[config.mk]
export PLATFORM = sky130hd
export DESIGN_NAME = quad_rotor_motor_mixer
export DESIGN_NICKNAME = d
export VERILOG_FILES = /design/src/qrmm_pkg.sv /design/src/qrmm_mul.sv /design/src/quad_rotor_motor_mixer.sv
export SDC_FILE = /design/constraint.sdc
export NUM_CORES = 2
export LEC_CHECK = 0
export BUFFER_PORTS_ARGS = -buffer_cell sky130_fd_sc_hd__buf_4
export CAP_MARGIN = 15
export CORE_MARGIN = 1.5
export CORE_UTILIZATION = 50
export DETAILED_ROUTE_END_ITERATION = 16
export PLACE_DENSITY = 0.67
export SLEW_MARGIN = 20
export SYNTH_ARGS = -nofsm -noshare
export SYNTH_HDL_FRONTEND = slang
export SYNTH_SLANG_ARGS = --single-unit
[constraint.sdc]
create_clock -name clk -period 28.2 [get_ports clk]
set_clock_uncertainty 0.15 [all_clocks]
set_input_delay 7.05 -clock clk [delete_from_list [all_inputs] [get_ports clk]]
set_output_delay 7.05 -clock clk [all_outputs]
set_load 0.02 [all_outputs]
[src/qrmm_pkg.sv]
// ----------------------------------------------------------------------------
// qrmm_pkg
// Shared types and constants for the quad rotor motor mixer: number formats,
// channel codes, register indexes and the multiplier request.
// ----------------------------------------------------------------------------
package qrmm_pkg;

  // Field widths
  localparam int unsigned LEVEL_W  = 15;  // Q7.8 percent
  localparam int unsigned GAIN_W   = 12;  // Q4.8 gain
  localparam int unsigned RANGE_W  = 17;  // timer period plus one
  localparam int unsigned CMP_W    = 16;  // timer compare value
  localparam int unsigned KIND_W   = 3;   // channel selector
  localparam int unsigned CFG_A_W  = 3;   // register index

  // Arithmetic widths
  localparam int unsigned DIFF_W   = 16;  // level minus center, signed
  localparam int unsigned TERM_W   = 29;  // (level - center) * gain, signed
  localparam int unsigned DUTY_W   = 30;  // rotor duty, signed Q.16 percent
  localparam int unsigned SCALED_W = 29;  // range * duty / 2^16
  localparam int unsigned RECIP_W  = 24;  // reciprocal of 100, scaled by 2^30
  localparam int unsigned SMALL_W  = 23;  // scaled value below saturation
  localparam int unsigned QUOT_W   = 17;  // scaled / 100
  localparam int unsigned MUL_A_W  = 31;
  localparam int unsigned MUL_B_W  = 25;
  localparam int unsigned MUL_P_W  = MUL_A_W + MUL_B_W;

  // Level constants, Q7.8 percent
  localparam logic [LEVEL_W-1:0] LEVEL_CENTER = 15'd12800;  // 50%
  localparam logic [LEVEL_W-1:0] LEVEL_FULL   = 15'd25600;  // 100%
  localparam logic [LEVEL_W-1:0] LEVEL_MIN_ON = 15'd256;    // 1%

  // Divide by 100 as multiply by ceil(2^30 / 100) and shift by 30; exact
  // for every value below SAT_LIMIT
  localparam logic [RECIP_W-1:0]  RECIP_100 = 24'd10737419;
  localparam int unsigned         RECIP_SH  = 30;
  // Scaled values at or above 100 * 65537 always saturate the compare
  localparam logic [SCALED_W-1:0] SAT_LIMIT = 29'd6553700;
  localparam logic [CMP_W-1:0]    CMP_MAX   = 16'hFFFF;

  // Channel codes
  localparam logic [KIND_W-1:0] REQ_NONE      = 3'd0;
  localparam logic [KIND_W-1:0] REQ_PITCH     = 3'd1;
  localparam logic [KIND_W-1:0] REQ_ROLL      = 3'd2;
  localparam logic [KIND_W-1:0] REQ_THROTTLE  = 3'd3;
  localparam logic [KIND_W-1:0] REQ_YAW       = 3'd4;
  localparam logic [KIND_W-1:0] REQ_AUTOPILOT = 3'd5;

  // Register indexes
  localparam logic [CFG_A_W-1:0] CFG_THROTTLE_OFFSET = 3'd0;
  localparam logic [CFG_A_W-1:0] CFG_PITCH_GAIN      = 3'd1;
  localparam logic [CFG_A_W-1:0] CFG_ROLL_GAIN       = 3'd2;
  localparam logic [CFG_A_W-1:0] CFG_YAW_GAIN        = 3'd3;
  localparam logic [CFG_A_W-1:0] CFG_COUNTER_RANGE   = 3'd4;

  // Request to the shared multiplier
  typedef struct packed {
    logic                       load;
    logic signed [MUL_A_W-1:0]  a;
    logic signed [MUL_B_W-1:0]  b;
  } mul_req_t;

endpackage

[src/qrmm_mul.sv]
// ----------------------------------------------------------------------------
// qrmm_mul
// Shared signed multiplier with a registered product. The product updates
// only on a load request and holds otherwise.
// ----------------------------------------------------------------------------
module qrmm_mul (
  input  logic                                  clk,
  input  qrmm_pkg::mul_req_t                    req_i,
  output logic signed [qrmm_pkg::MUL_P_W-1:0]   prod_o
);
  import qrmm_pkg::*;

  logic signed [MUL_P_W-1:0] prod_r;
  logic signed [MUL_P_W-1:0] prod_nxt;

  // Multiply at full product width
  always_comb begin
    prod_nxt = MUL_P_W'(req_i.a) * MUL_P_W'(req_i.b);
  end

  // Hold the product until the next request
  always_ff @(posedge clk) begin
    if (req_i.load) begin
      prod_r <= prod_nxt;
    end
  end

  assign prod_o = prod_r;

endmodule

[src/quad_rotor_motor_mixer.sv]
// ----------------------------------------------------------------------------
// quad_rotor_motor_mixer
// X-frame quadcopter mixer: stick channel update, four rotor mix and timer
// compare scaling on one shared multiplier.
// ----------------------------------------------------------------------------
// Each input word updates one stick channel (in_tuser: 1 pitch, 2 roll,
// 3 throttle, 4 yaw; other codes update nothing) and yields one output word
// with the four rotor timer compares and the motors-active flag. A new item
// is accepted only after the current one has loaded its result, which waits
// until the previous word is taken; a finished word may wait in the output
// register while the next item is accepted. Each item runs on the single
// 31x25 multiplier, used three times for the stick terms and twice per rotor
// (range scaling, then divide by 100 via a reciprocal), under a short
// sequencer. Compares read zero and motors_active is low while throttle is
// below 1%. Write configuration only while idle.
// ----------------------------------------------------------------------------
module quad_rotor_motor_mixer (
  input  logic                              clk,
  input  logic                              rst_n,
  // Input channel
  input  logic                              in_tvalid,
  output logic                              in_tready,
  input  logic [15:0]                       in_tdata,   // [14:0] duty_value
  input  logic [qrmm_pkg::KIND_W-1:0]       in_tuser,   // [2:0] req_type
  // Result channel
  output logic                              out_tvalid,
  input  logic                              out_tready,
  // [15:0] front_left_compare, [31:16] front_right_compare,
  // [47:32] rear_left_compare, [63:48] rear_right_compare, [64] motors_active
  output logic [71:0]                       out_tdata,
  // Configuration port
  input  logic                              cfg_we,
  input  logic [qrmm_pkg::CFG_A_W-1:0]      cfg_addr,
  input  logic [qrmm_pkg::RANGE_W-1:0]      cfg_wdata
);
  import qrmm_pkg::*;

  typedef enum logic [3:0] {
    ST_IDLE,
    ST_TERM_P,
    ST_TERM_R,
    ST_TERM_Y,
    ST_TERM_CAP,
    ST_SUM,
    ST_SCALE,
    ST_RECIP,
    ST_CLAMP,
    ST_DONE
  } state_t;

  // Configuration
  logic [LEVEL_W-1:0]  offset_r;
  logic [GAIN_W-1:0]   pitch_gain_r;
  logic [GAIN_W-1:0]   roll_gain_r;
  logic [GAIN_W-1:0]   yaw_gain_r;
  logic [RANGE_W-1:0]  range_r;

  // Channel levels
  logic [LEVEL_W-1:0]  pitch_r;
  logic [LEVEL_W-1:0]  roll_r;
  logic [LEVEL_W-1:0]  yaw_r;
  logic [LEVEL_W-1:0]  throttle_r;

  // Sequencer and datapath
  state_t                     state_r;
  logic [1:0]                 rot_r;
  logic signed [TERM_W-1:0]   pterm_r;
  logic signed [TERM_W-1:0]   rterm_r;
  logic signed [TERM_W-1:0]   yterm_r;
  logic signed [DUTY_W-1:0]   duty_r;
  logic                       nonpos_r;
  logic                       sat_r;
  logic [CMP_W-1:0]           cmp_r [4];
  logic                       out_tvalid_r;
  logic [71:0]                out_tdata_r;

  logic [LEVEL_W-1:0]         in_duty;
  logic [LEVEL_W-1:0]         throttle_nxt;
  logic [LEVEL_W-1:0]         thr_diff;
  logic signed [DIFF_W-1:0]   pitch_diff;
  logic signed [DIFF_W-1:0]   roll_diff;
  logic signed [DIFF_W-1:0]   yaw_diff;
  logic signed [DUTY_W-1:0]   t_term;
  logic signed [DUTY_W-1:0]   p_sel;
  logic signed [DUTY_W-1:0]   r_sel;
  logic signed [DUTY_W-1:0]   y_sel;
  logic signed [DUTY_W-1:0]   duty_nxt;
  logic [SCALED_W-1:0]        scaled;
  logic [QUOT_W-1:0]          quot;
  logic [QUOT_W-1:0]          quot_m1;
  logic [RANGE_W-1:0]         range_m1;
  logic [CMP_W-1:0]           top;
  logic [CMP_W-1:0]           cmp_nxt;
  logic                       active;
  logic                       in_fire;
  logic                       out_load;

  mul_req_t                   mul_req;
  logic signed [MUL_P_W-1:0]  prod;

  qrmm_mul u_mul (
    .clk    (clk),
    .req_i  (mul_req),
    .prod_o (prod)
  );

  assign in_tready  = (state_r == ST_IDLE);
  assign in_fire    = in_tvalid && in_tready;
  assign in_duty    = in_tdata[LEVEL_W-1:0];
  assign out_tvalid = out_tvalid_r;
  assign out_tdata  = out_tdata_r;
  assign out_load   = (state_r == ST_DONE) && (!out_tvalid_r || out_tready);

  // Subtract the offset and clamp throttle to 0..100%
  always_comb begin
    thr_diff = in_duty - offset_r;
    if (in_duty <= offset_r) begin
      throttle_nxt = '0;
    end else if (thr_diff > LEVEL_FULL) begin
      throttle_nxt = LEVEL_FULL;
    end else begin
      throttle_nxt = thr_diff;
    end
  end

  // Center the stick levels
  assign pitch_diff = $signed({1'b0, pitch_r}) - $signed({1'b0, LEVEL_CENTER});
  assign roll_diff  = $signed({1'b0, roll_r})  - $signed({1'b0, LEVEL_CENTER});
  assign yaw_diff   = $signed({1'b0, yaw_r})   - $signed({1'b0, LEVEL_CENTER});

  // Drive the shared multiplier from the current step
  always_comb begin
    mul_req = '0;
    case (state_r)
      ST_TERM_P: begin
        mul_req.load = 1'b1;
        mul_req.a    = MUL_A_W'(pitch_diff);
        mul_req.b    = $signed(MUL_B_W'(pitch_gain_r));
      end
      ST_TERM_R: begin
        mul_req.load = 1'b1;
        mul_req.a    = MUL_A_W'(roll_diff);
        mul_req.b    = $signed(MUL_B_W'(roll_gain_r));
      end
      ST_TERM_Y: begin
        mul_req.load = 1'b1;
        mul_req.a    = MUL_A_W'(yaw_diff);
        mul_req.b    = $signed(MUL_B_W'(yaw_gain_r));
      end
      ST_SCALE: begin
        mul_req.load = 1'b1;
        mul_req.a    = MUL_A_W'(duty_r);
        mul_req.b    = $signed(MUL_B_W'(range_r));
      end
      ST_RECIP: begin
        mul_req.load = 1'b1;
        mul_req.a    = $signed(MUL_A_W'(scaled[SMALL_W-1:0]));
        mul_req.b    = $signed(MUL_B_W'(RECIP_100));
      end
      default: begin
        mul_req = '0;
      end
    endcase
  end

  // Mix one rotor: signs of yaw, roll and pitch per X-frame position
  always_comb begin
    t_term = $signed(DUTY_W'({throttle_r, 8'd0}));
    p_sel  = DUTY_W'(pterm_r);
    r_sel  = DUTY_W'(rterm_r);
    y_sel  = DUTY_W'(yterm_r);
    case (rot_r)
      2'd0: duty_nxt = t_term - y_sel + r_sel - p_sel;  // front left
      2'd1: duty_nxt = t_term + y_sel - r_sel - p_sel;  // front right
      2'd2: duty_nxt = t_term + y_sel + r_sel + p_sel;  // rear left
      2'd3: duty_nxt = t_term - y_sel - r_sel + p_sel;  // rear right
      default: duty_nxt = t_term;
    endcase
  end

  // Range times duty, dropped by 2^16; then quotient by 100
  assign scaled  = prod[SCALED_W+15:16];
  assign quot    = prod[RECIP_SH+QUOT_W-1:RECIP_SH];
  assign quot_m1 = quot - QUOT_W'(1);

  // Compare ceiling: range - 1, capped at the timer maximum
  always_comb begin
    range_m1 = range_r - RANGE_W'(1);
    if (range_m1 > RANGE_W'(CMP_MAX)) begin
      top = CMP_MAX;
    end else begin
      top = range_m1[CMP_W-1:0];
    end
  end

  // Saturate the compare; the quotient is only valid below the saturation limit
  always_comb begin
    if (nonpos_r) begin
      cmp_nxt = '0;
    end else if (sat_r) begin
      cmp_nxt = top;
    end else if (quot == '0) begin
      cmp_nxt = '0;
    end else if (quot_m1 > QUOT_W'(top)) begin
      cmp_nxt = top;
    end else begin
      cmp_nxt = quot_m1[CMP_W-1:0];
    end
  end

  assign active = (throttle_r >= LEVEL_MIN_ON);

  // Sequencer, levels, configuration and output register
  always_ff @(posedge clk) begin
    if (!rst_n) begin
      state_r      <= ST_IDLE;
      rot_r        <= '0;
      out_tvalid_r <= 1'b0;
      offset_r     <= '0;
      pitch_gain_r <= GAIN_W'(256);
      roll_gain_r  <= GAIN_W'(256);
      yaw_gain_r   <= GAIN_W'(256);
      range_r      <= RANGE_W'(1000);
      pitch_r      <= LEVEL_CENTER;
      roll_r       <= LEVEL_CENTER;
      yaw_r        <= LEVEL_CENTER;
      throttle_r   <= '0;
    end else begin
      // Take register writes
      if (cfg_we) begin
        case (cfg_addr)
          CFG_THROTTLE_OFFSET: offset_r     <= cfg_wdata[LEVEL_W-1:0];
          CFG_PITCH_GAIN:      pitch_gain_r <= cfg_wdata[GAIN_W-1:0];
          CFG_ROLL_GAIN:       roll_gain_r  <= cfg_wdata[GAIN_W-1:0];
          CFG_YAW_GAIN:        yaw_gain_r   <= cfg_wdata[GAIN_W-1:0];
          CFG_COUNTER_RANGE:   range_r      <= cfg_wdata;
          default: ;
        endcase
      end

      // Drop the output word once taken, unless a new one replaces it
      if (out_tvalid_r && out_tready && !out_load) begin
        out_tvalid_r <= 1'b0;
      end

      case (state_r)
        ST_IDLE: begin
          if (in_fire) begin
            case (in_tuser)
              REQ_PITCH:    pitch_r    <= in_duty;
              REQ_ROLL:     roll_r     <= in_duty;
              REQ_THROTTLE: throttle_r <= throttle_nxt;
              REQ_YAW:      yaw_r      <= in_duty;
              default: ;
            endcase
            rot_r   <= '0;
            state_r <= ST_TERM_P;
          end
        end
        ST_TERM_P: state_r <= ST_TERM_R;
        ST_TERM_R: begin
          pterm_r <= prod[TERM_W-1:0];
          state_r <= ST_TERM_Y;
        end
        ST_TERM_Y: begin
          rterm_r <= prod[TERM_W-1:0];
          state_r <= ST_TERM_CAP;
        end
        ST_TERM_CAP: begin
          yterm_r <= prod[TERM_W-1:0];
          state_r <= ST_SUM;
        end
        ST_SUM: begin
          duty_r   <= duty_nxt;
          nonpos_r <= (duty_nxt <= 0);
          state_r  <= ST_SCALE;
        end
        ST_SCALE: state_r <= ST_RECIP;
        ST_RECIP: begin
          sat_r   <= (scaled >= SAT_LIMIT);
          state_r <= ST_CLAMP;
        end
        ST_CLAMP: begin
          cmp_r[rot_r] <= cmp_nxt;
          if (rot_r == 2'd3) begin
            state_r <= ST_DONE;
          end else begin
            rot_r   <= rot_r + 2'd1;
            state_r <= ST_SUM;
          end
        end
        ST_DONE: begin
          // Load the output word, zeroed while motors are off
          if (out_load) begin
            out_tvalid_r       <= 1'b1;
            out_tdata_r[71:65] <= '0;
            out_tdata_r[64]    <= active;
            out_tdata_r[15:0]  <= active ? cmp_r[0] : '0;
            out_tdata_r[31:16] <= active ? cmp_r[1] : '0;
            out_tdata_r[47:32] <= active ? cmp_r[2] : '0;
            out_tdata_r[63:48] <= active ? cmp_r[3] : '0;
            state_r            <= ST_IDLE;
          end
        end
        default: state_r <= ST_IDLE;
      endcase
    end
  end

`ifndef SYNTH
  // Busy after taking a word
  a_busy_after_accept: assert property (@(posedge clk) disable iff (!rst_n)
    in_tvalid && in_tready |=> !in_tready)
    else $error("input accepted while mixer busy");

  // Motors off means all compares zero
  a_off_zero: assert property (@(posedge clk) disable iff (!rst_n)
    out_tvalid && !out_tdata[64] |-> out_tdata[63:0] == 64'd0)
    else $error("nonzero compare with motors off");

  // Compares never exceed the timer period
  a_under_range: assert property (@(posedge clk) disable iff (!rst_n)
    out_tvalid && (range_r != '0) |->
      (RANGE_W'(out_tdata[15:0])  <= range_r - RANGE_W'(1)) &&
      (RANGE_W'(out_tdata[31:16]) <= range_r - RANGE_W'(1)) &&
      (RANGE_W'(out_tdata[47:32]) <= range_r - RANGE_W'(1)) &&
      (RANGE_W'(out_tdata[63:48]) <= range_r - RANGE_W'(1)))
    else $error("compare above timer period");

  // A finished item reaches the output when it is free
  a_done_loads: assert property (@(posedge clk) disable iff (!rst_n)
    state_r == ST_DONE && out_tready |=> out_tvalid && in_tready)
    else $error("finished item not presented");
`endif

endmodule
### Word-level counts from Yosys, hierarchy flattened

Memory sizes are Yosys's and may differ from the RTL's. A register that Yosys moved wholly into a read port is not among the register bits.
Index checks and enable logic that the tools add are counted.
Widths: inputs -> output; s select.

* memories: 1
* RAM bits: 64
* output and inout port bits: 74
* register bits: 302
* bits of input ports: 44
* word-level logic and storage cells: 124

* multipliers: 1
* reduce and logical (&&, ||, !) cells: 33
* mux-type cells: 22
* magnitude comparators: 7
* add/subtract/negate cells: 17
* eq/ne operators: 23

Memories
* cmp_r: words 4, bits a word 16, rd ports 4, clocked after Yosys merged registers in 4, write ports 1, RTL line quad_rotor_motor_mixer.sv:73 `logic [CMP_W-1:0] cmp_r [4];`

Operators with widths (count)
* $pmux 57 s5: 1
* $add 30x29->30: 4
* $pmux 30 s4: 1
* $sub 30x29->30: 4
* $mux 16: 5
* $sub 15x14->16 const B: 3
* $mul 31x25->47: 1
* $pmux 4 s10: 1
* $sub 17x1->17 const B: 2
* $add 24x29->30: 1
* $le 30x1->1 const B: 1
* $mux 15: 2
* $sub 24x29->30: 1
* $ge 29x23->1 const B: 1
* $reduce_and 2->1: 11
* $reduce_and 3->1: 6
* $gt 17x16->1: 1
* $gt 17x16->1 const B: 1
* $logic_not 17->1: 1
* $eq 4x3->1 const B: 4
* $ge 15x9->1 const B: 1
* $gt 15x15->1 const B: 1
* $le 15x15->1: 1
* $sub 15x15->15: 1
* other kinds (22): 47

### Longest topological paths before layout

* depth in word-level cells: 8
* gate-level depth with buffers: 37
* gate-level depth less buffers: 35

### By module

A second synthesis with hierarchy kept.

* cells, all modules: 5907
* area, all modules: 56349.0 µm²

Modules (own cells, without submodules)
* qrmm_mul: area each 29021.6 µm², sequential area each 1681.6 µm², instances 1, cells each 3040
* quad_rotor_motor_mixer: area each 27327.5 µm², sequential area each 10149.7 µm², instances 1, cells each 2867

### Least setup slack after synthesis

OpenSTA, ideal clock, no wires.

* path kind: input -> register
* from: in out_tready
* to: reg out_tdata_r[0], in the netlist out_tdata[0] (enable)
* path buffers: 0
* setup time: 0.488 ns
* setup slack: 17.563 ns
* cell stages on the path: 3
* arrival time: 9.999 ns
* required time: 27.562 ns
* cell sequence: nor2b_1 nand2b_1 nor2_1

* longest elaborated chain between the ends: 3

RTL lines
* start, declared: RTL line quad_rotor_motor_mixer.sv:27 `input logic out_tready,`
* $logic_or 1x1->1: RTL line quad_rotor_motor_mixer.sv:112 `assign out_load = (state_r == ST_DONE) && (!out_tvalid_r || out_tready);`
* $logic_and 1x1->1: RTL line quad_rotor_motor_mixer.sv:112
* $reduce_and 3->1 (no line)
* end signal, assigned: RTL line quad_rotor_motor_mixer.sv:298 `out_tdata_r[15:0] <= active ? cmp_r[0] : '0;`
* end, declared: RTL line quad_rotor_motor_mixer.sv:75 `logic [71:0] out_tdata_r;`

Every way passes these cells.
A chain may end at the register's enable or synchronous reset.

### Final worst setup path

* from: reg state_r[3]
* to: reg u_mul.prod_r[44], in the netlist u_mul.prod_o[44] (data pin)

* longest elaborated chain between the ends: 3

RTL lines
* start, declared: RTL line quad_rotor_motor_mixer.sv:65 `state_t state_r;`
* start signal, assigned: RTL line quad_rotor_motor_mixer.sv:216 `state_r <= ST_IDLE;`
* start signal, assigned: RTL line quad_rotor_motor_mixer.sv:257 `state_r <= ST_TERM_P;`
* start signal, assigned: RTL line quad_rotor_motor_mixer.sv:260 `ST_TERM_P: state_r <= ST_TERM_R;`
* $eq 4x3->1 (tied with other cells): RTL line quad_rotor_motor_mixer.sv:134 `case (state_r)`
* $pmux 57 s5 (*): RTL line quad_rotor_motor_mixer.sv:134
* $mul 31x25->47 (*): RTL line qrmm_mul.sv:18 `prod_nxt = MUL_P_W'(req_i.a) * MUL_P_W'(req_i.b);`
* via u_mul.prod_nxt[44]: RTL line qrmm_mul.sv:14 `logic signed [MUL_P_W-1:0] prod_nxt;`
* end signal, assigned: RTL line qrmm_mul.sv:24 `prod_r <= prod_nxt;`
* end, declared: RTL line qrmm_mul.sv:13 `logic signed [MUL_P_W-1:0] prod_r;`

Mark *: on every way through the listed nets, which the timed path passes. The rest lies on a longest branch.

==> impl_summary.log <==
[metrics] Fmax achieved: 90.4 MHz
[metrics] first-pass GRT wire length: 223 mm
[metrics] power density relative to cell area: 31.4 nW/um^2
[metrics] top fanout value on the critical path: 26
[metrics] post-synthesis cell type count: 102
[metrics] CTS buffer count: 50
[metrics] Final Non-Filler Cells: 6,707
[metrics] launching point of the worst reg2reg path: state_r[3]
[metrics] worst hold start: yaw_r[4]
[metrics] post-layout worst setup margin: 17.13 ns
[metrics] drt first-iter violations: 3,236
[metrics] required time at the endpoint of the critical path: 28.45 ns
[metrics] DRC viols: 0
[metrics] H-tree level count: 2
[metrics] dominant cells by area after synthesis: sky130_fd_sc_hd__fa_1, sky130_fd_sc_hd__edfxtp_1, sky130_fd_sc_hd__ha_1
[metrics] DP HPWL: 118 mm
[metrics] Worst Hold Class: reg2reg
[metrics] length of the first detailed-routing pass in iterations: 6
[metrics] instance count along the most critical hold path: 2
[metrics] post-cts sizing count: 0
[metrics] overall die width: 317 microns
[metrics] fraction of layout cells with a size suffix above 1: 0.0581
[metrics] TritonCTS sink count: 430
[metrics] number of antenna-violating nets in the routed design: 0
[metrics] Sequential cell area: 11,600 sq um
[metrics] clock root buffer: sky130_fd_sc_hd__clkbuf_16
[metrics] area share of the leading cell type in the synthesized netlist: 0.274
[metrics] CP Class: reg2reg
[metrics] post-CTS setup buffer count: 0
[metrics] Setup TNS Final: 0 ns
[metrics] deepest clock path buffer count: 3
[metrics] vias in the first global route: 38.3k
[metrics] cell taking the most area after synthesis: sky130_fd_sc_hd__fa_1
[metrics] routed vias: 37.9k
[metrics] Placement Cell Area: 51,600 sq um
[metrics] DP Cell Count: 6,613
[metrics] die boundary height: 317 microns
[metrics] final number of setup-violating endpoints: 0
[metrics] number of port buffers: 109
[metrics] synthesized area divided by synthesized cell count: 9.24 sq um
[metrics] cell seen most often among critical-path stages: sky130_fd_sc_hd__fa_1
[metrics] count of mapped cells out of synthesis: 5,342
[metrics] pin count of the biggest net entering global routing: 72
[metrics] clock tree from TritonCTS: yes
[metrics] CP startpoint kind: flop
[metrics] total of warnings raised by yosys: 0
[metrics] sequential area share after synthesis: 0.234
[metrics] count of endpoints failing hold in the final timing report: 0
[metrics] GRT Util Overall: 0.295
[metrics] layout overhead on the synthesized area: 8.12%
[metrics] Post-Synthesis Cell Area: 49,400 sq um
[metrics] number of max-slew violations in the final report: 0
[metrics] core area: 98,100 sq um
[metrics] worst slew slack as a fraction of its limit: 0.239
[metrics] final worst path period need: 11.07 ns
[metrics] overall die area: 101,000 sq um
[metrics] library cell contributing the largest single delay on the critical path: sky130_fd_sc_hd__dfxtp_1
[metrics] RSZ-0062 raised after global routing: false
[metrics] vias per inst: 5.65
[metrics] number of placement rows: 115
[metrics] fraction of the core area covered by cells at the end of the flow: 0.544
[metrics] Routed wire per std cell: 21.8 microns
[metrics] sum of overflow across all layers after global routing: 0
[metrics] data arrival time of the critical path: 11.31 ns
[metrics] total wire length: 146 mm
[metrics] total area of multi-input combinational cells: 33,600 sq um
[metrics] slew at the pin closest to its max-slew limit: 1.14 ns
[metrics] Total Nets Final: 6,479
[metrics] Routability Congestion: 0.943
[metrics] Critical Path Start: state_r[3]
[metrics] run status: finished clean
[metrics] proportion of synthesized flip-flops having asynchronous set or reset: 0
[metrics] delay contributed by the slowest stage of the critical path: 0.88 ns
[metrics] starting utilization of the core area: 0.503
[metrics] standby leakage power: 0.0237 uW
[metrics] EDFF count, synth: 295
[metrics] final standard cell area without fillers: 53,400 sq um
[metrics] antenna violations before repair: 2
[metrics] Clk pin slew, worst setup/hold paths: 0.06 ns
[metrics] Peak supply drop: 0.0479 mV
[metrics] final cycle utilization of the critical path: 0.392
[metrics] total of flip-flops plus latches after synthesis: 430
[metrics] Post-CTS Hold Buffers: 0
[metrics] Max-Cap Viols: 0
[metrics] most used flip-flop cell after synthesis: sky130_fd_sc_hd__edfxtp_1
[metrics] pre-CTS worst setup slack: 17.12 ns
[metrics] Fill cells: 8,899
[metrics] number of cell instances on the worst register-to-register path: 32
[metrics] later-pin clock latency in the skew report: 0.65 ns
[metrics] Critical Path Sink Type: flop
[metrics] I/O Pins: 118
-- cell type report --
type,count,share of cell area
repair buffers,173,0.0243
inverters,954,0.0671
clock buffers,60,0.0253
clock inverters,33,0.00701
well taps,1287,0.0302
diodes,1,0.0000469
flip-flops and latches,430,0.217
multi-input cells,3769,0.629
-- logic make-up (layout without fill, tap and decap cells) --
logic type / count (synthesis) / count (layout) / share of synthesized area
compound gates: 880 / 880 / 0.117
other cells: 1 / 16 / 0.0000760
flops: 430 / 430 / 0.234
buf+inv: 1157 / 1220 / 0.0886
mux: 10 / 10 / 0.00210
fa+ha+maj: 1057 / 1057 / 0.371
simple gates: 1570 / 1570 / 0.144
xor+xnor: 237 / 237 / 0.0429
-- metal layers --
metal / vias to the layer above / part of all wire / GRT usage
met2: 1471 / 0.45 / 0.467
met1: 18722 / 0.42 / 0.402
met4: 2 / 0.043 / 0.111
met5: - / 0.000089 / 0
li1: 17400 / - / -
met3: 316 / 0.088 / 0.0558
-- cells in the final DEF (no fill, tap or decap), drive strengths merged, types with 14 or more instances in the layout --
| cell type | synthesis | final |
|---|---|---|
| a211o | 19 | 19 |
| a211oi | 55 | 55 |
| a21o | 89 | 89 |
| a21oi | 306 | 306 |
| a22oi | 32 | 32 |
| a31oi | 34 | 34 |
| and2 | 114 | 114 |
| and3 | 22 | 22 |
| and4 | 14 | 14 |
| buf | 18 | 173 |
| clkbuf | 185 | 60 |
| clkinv | 1 | 23 |
| conb | 1 | 15 |
| dfxtp | 135 | 135 |
| edfxtp | 295 | 295 |
| fa | 676 | 676 |
| ha | 381 | 381 |
| inv | 953 | 957 |
| nand2 | 698 | 698 |
| nand2b | 37 | 37 |
| nand3 | 78 | 78 |
| nand4 | 37 | 37 |
| nor2 | 366 | 366 |
| nor2b | 27 | 27 |
| nor3 | 75 | 75 |
| nor4 | 19 | 19 |
| o211ai | 21 | 21 |
| o21a | 26 | 26 |
| o21ai | 129 | 129 |
| o21bai | 22 | 22 |
| or3 | 29 | 29 |
| xnor2 | 160 | 160 |
| xor2 | 74 | 74 |
-- metrics by stage --
stage / power [uW] / hold WS, ns
2_1_floorplan: 909 / 0.286
3_3_place_gp: 1000 / 0.291
3_5_place_dp: 1010 / 0.296
4_1_cts: 1680 / 0.303
5_1_grt: 1730 / 0.323
6_report: 1670 / 0.303
-- report_power, final --
part | internal [uW] | switching (uW)
Clock | 385 | 289
Combinational | 101 | 183
Sequential | 693 | 22.9
-- critical path, delay by kind of cell, from the launching register on --
family / cells / cell delay [ns]
XOR/XNOR: 1 / 0.08
adder cells (fa/ha/maj): 8 / 3.85
buffers and inverters: 7 / 0.94
AND/OR/NAND/NOR: 6 / 1.75
flip-flops: 1 / 0.88
AO/OA/AOI/OAI: 10 / 3.12
-- synthesized netlist by cell type (13+ instances only) --
cell and count:
sky130_fd_sc_hd__o21bai_1 21, sky130_fd_sc_hd__edfxtp_1 295, sky130_fd_sc_hd__nand2b_1 37, sky130_fd_sc_hd__dfxtp_1 135
sky130_fd_sc_hd__a21oi_1 306, sky130_fd_sc_hd__o21ai_0 91, sky130_fd_sc_hd__a22oi_1 32, sky130_fd_sc_hd__a211o_1 19
sky130_fd_sc_hd__nand2_1 698, sky130_fd_sc_hd__and3_1 22, sky130_fd_sc_hd__a221oi_1 13, sky130_fd_sc_hd__o21ai_1 37
sky130_fd_sc_hd__or3_1 29, sky130_fd_sc_hd__inv_1 952, sky130_fd_sc_hd__nor4_1 17, sky130_fd_sc_hd__xor2_1 74
sky130_fd_sc_hd__a31oi_1 33, sky130_fd_sc_hd__nor2_1 365, sky130_fd_sc_hd__clkbuf_1 184, sky130_fd_sc_hd__nor3_1 75
sky130_fd_sc_hd__and2_1 113, sky130_fd_sc_hd__nor2b_1 27, sky130_fd_sc_hd__o21a_1 26, sky130_fd_sc_hd__nand4_1 37
sky130_fd_sc_hd__a211oi_1 54, sky130_fd_sc_hd__ha_1 381, sky130_fd_sc_hd__o211ai_1 21, sky130_fd_sc_hd__and4_1 14
sky130_fd_sc_hd__a21o_1 89, sky130_fd_sc_hd__nand3_1 78, sky130_fd_sc_hd__xnor2_1 160, sky130_fd_sc_hd__fa_1 676
-- flip-flops by register name (all words and copies together), names as in the netlist, 2 cells and up --
register / flops
rterm_r: 29
yterm_r: 29
duty_r: 30
yaw_gain_r: 12
throttle_r: 15
pterm_r: 29
roll_r: 15
rot_r: 2
range_r: 17
u_mul.prod_o: 47
cmp_r: 64
offset_r: 15
pitch_gain_r: 12
state_r: 4
pitch_r: 15
yaw_r: 15
out_tdata: 65
roll_gain_r: 12
-- final timing paths --
check | endpoint | slack [ns]
hold reg to reg | yaw_r[4] | 0.30
hold / removal | yaw_r[4] | 0.30
setup reg to reg | u_mul.prod_o[44] | 17.13
setup / recovery | u_mul.prod_o[44] | 17.13
Note: power is estimated with default switching activity, not from simulation.
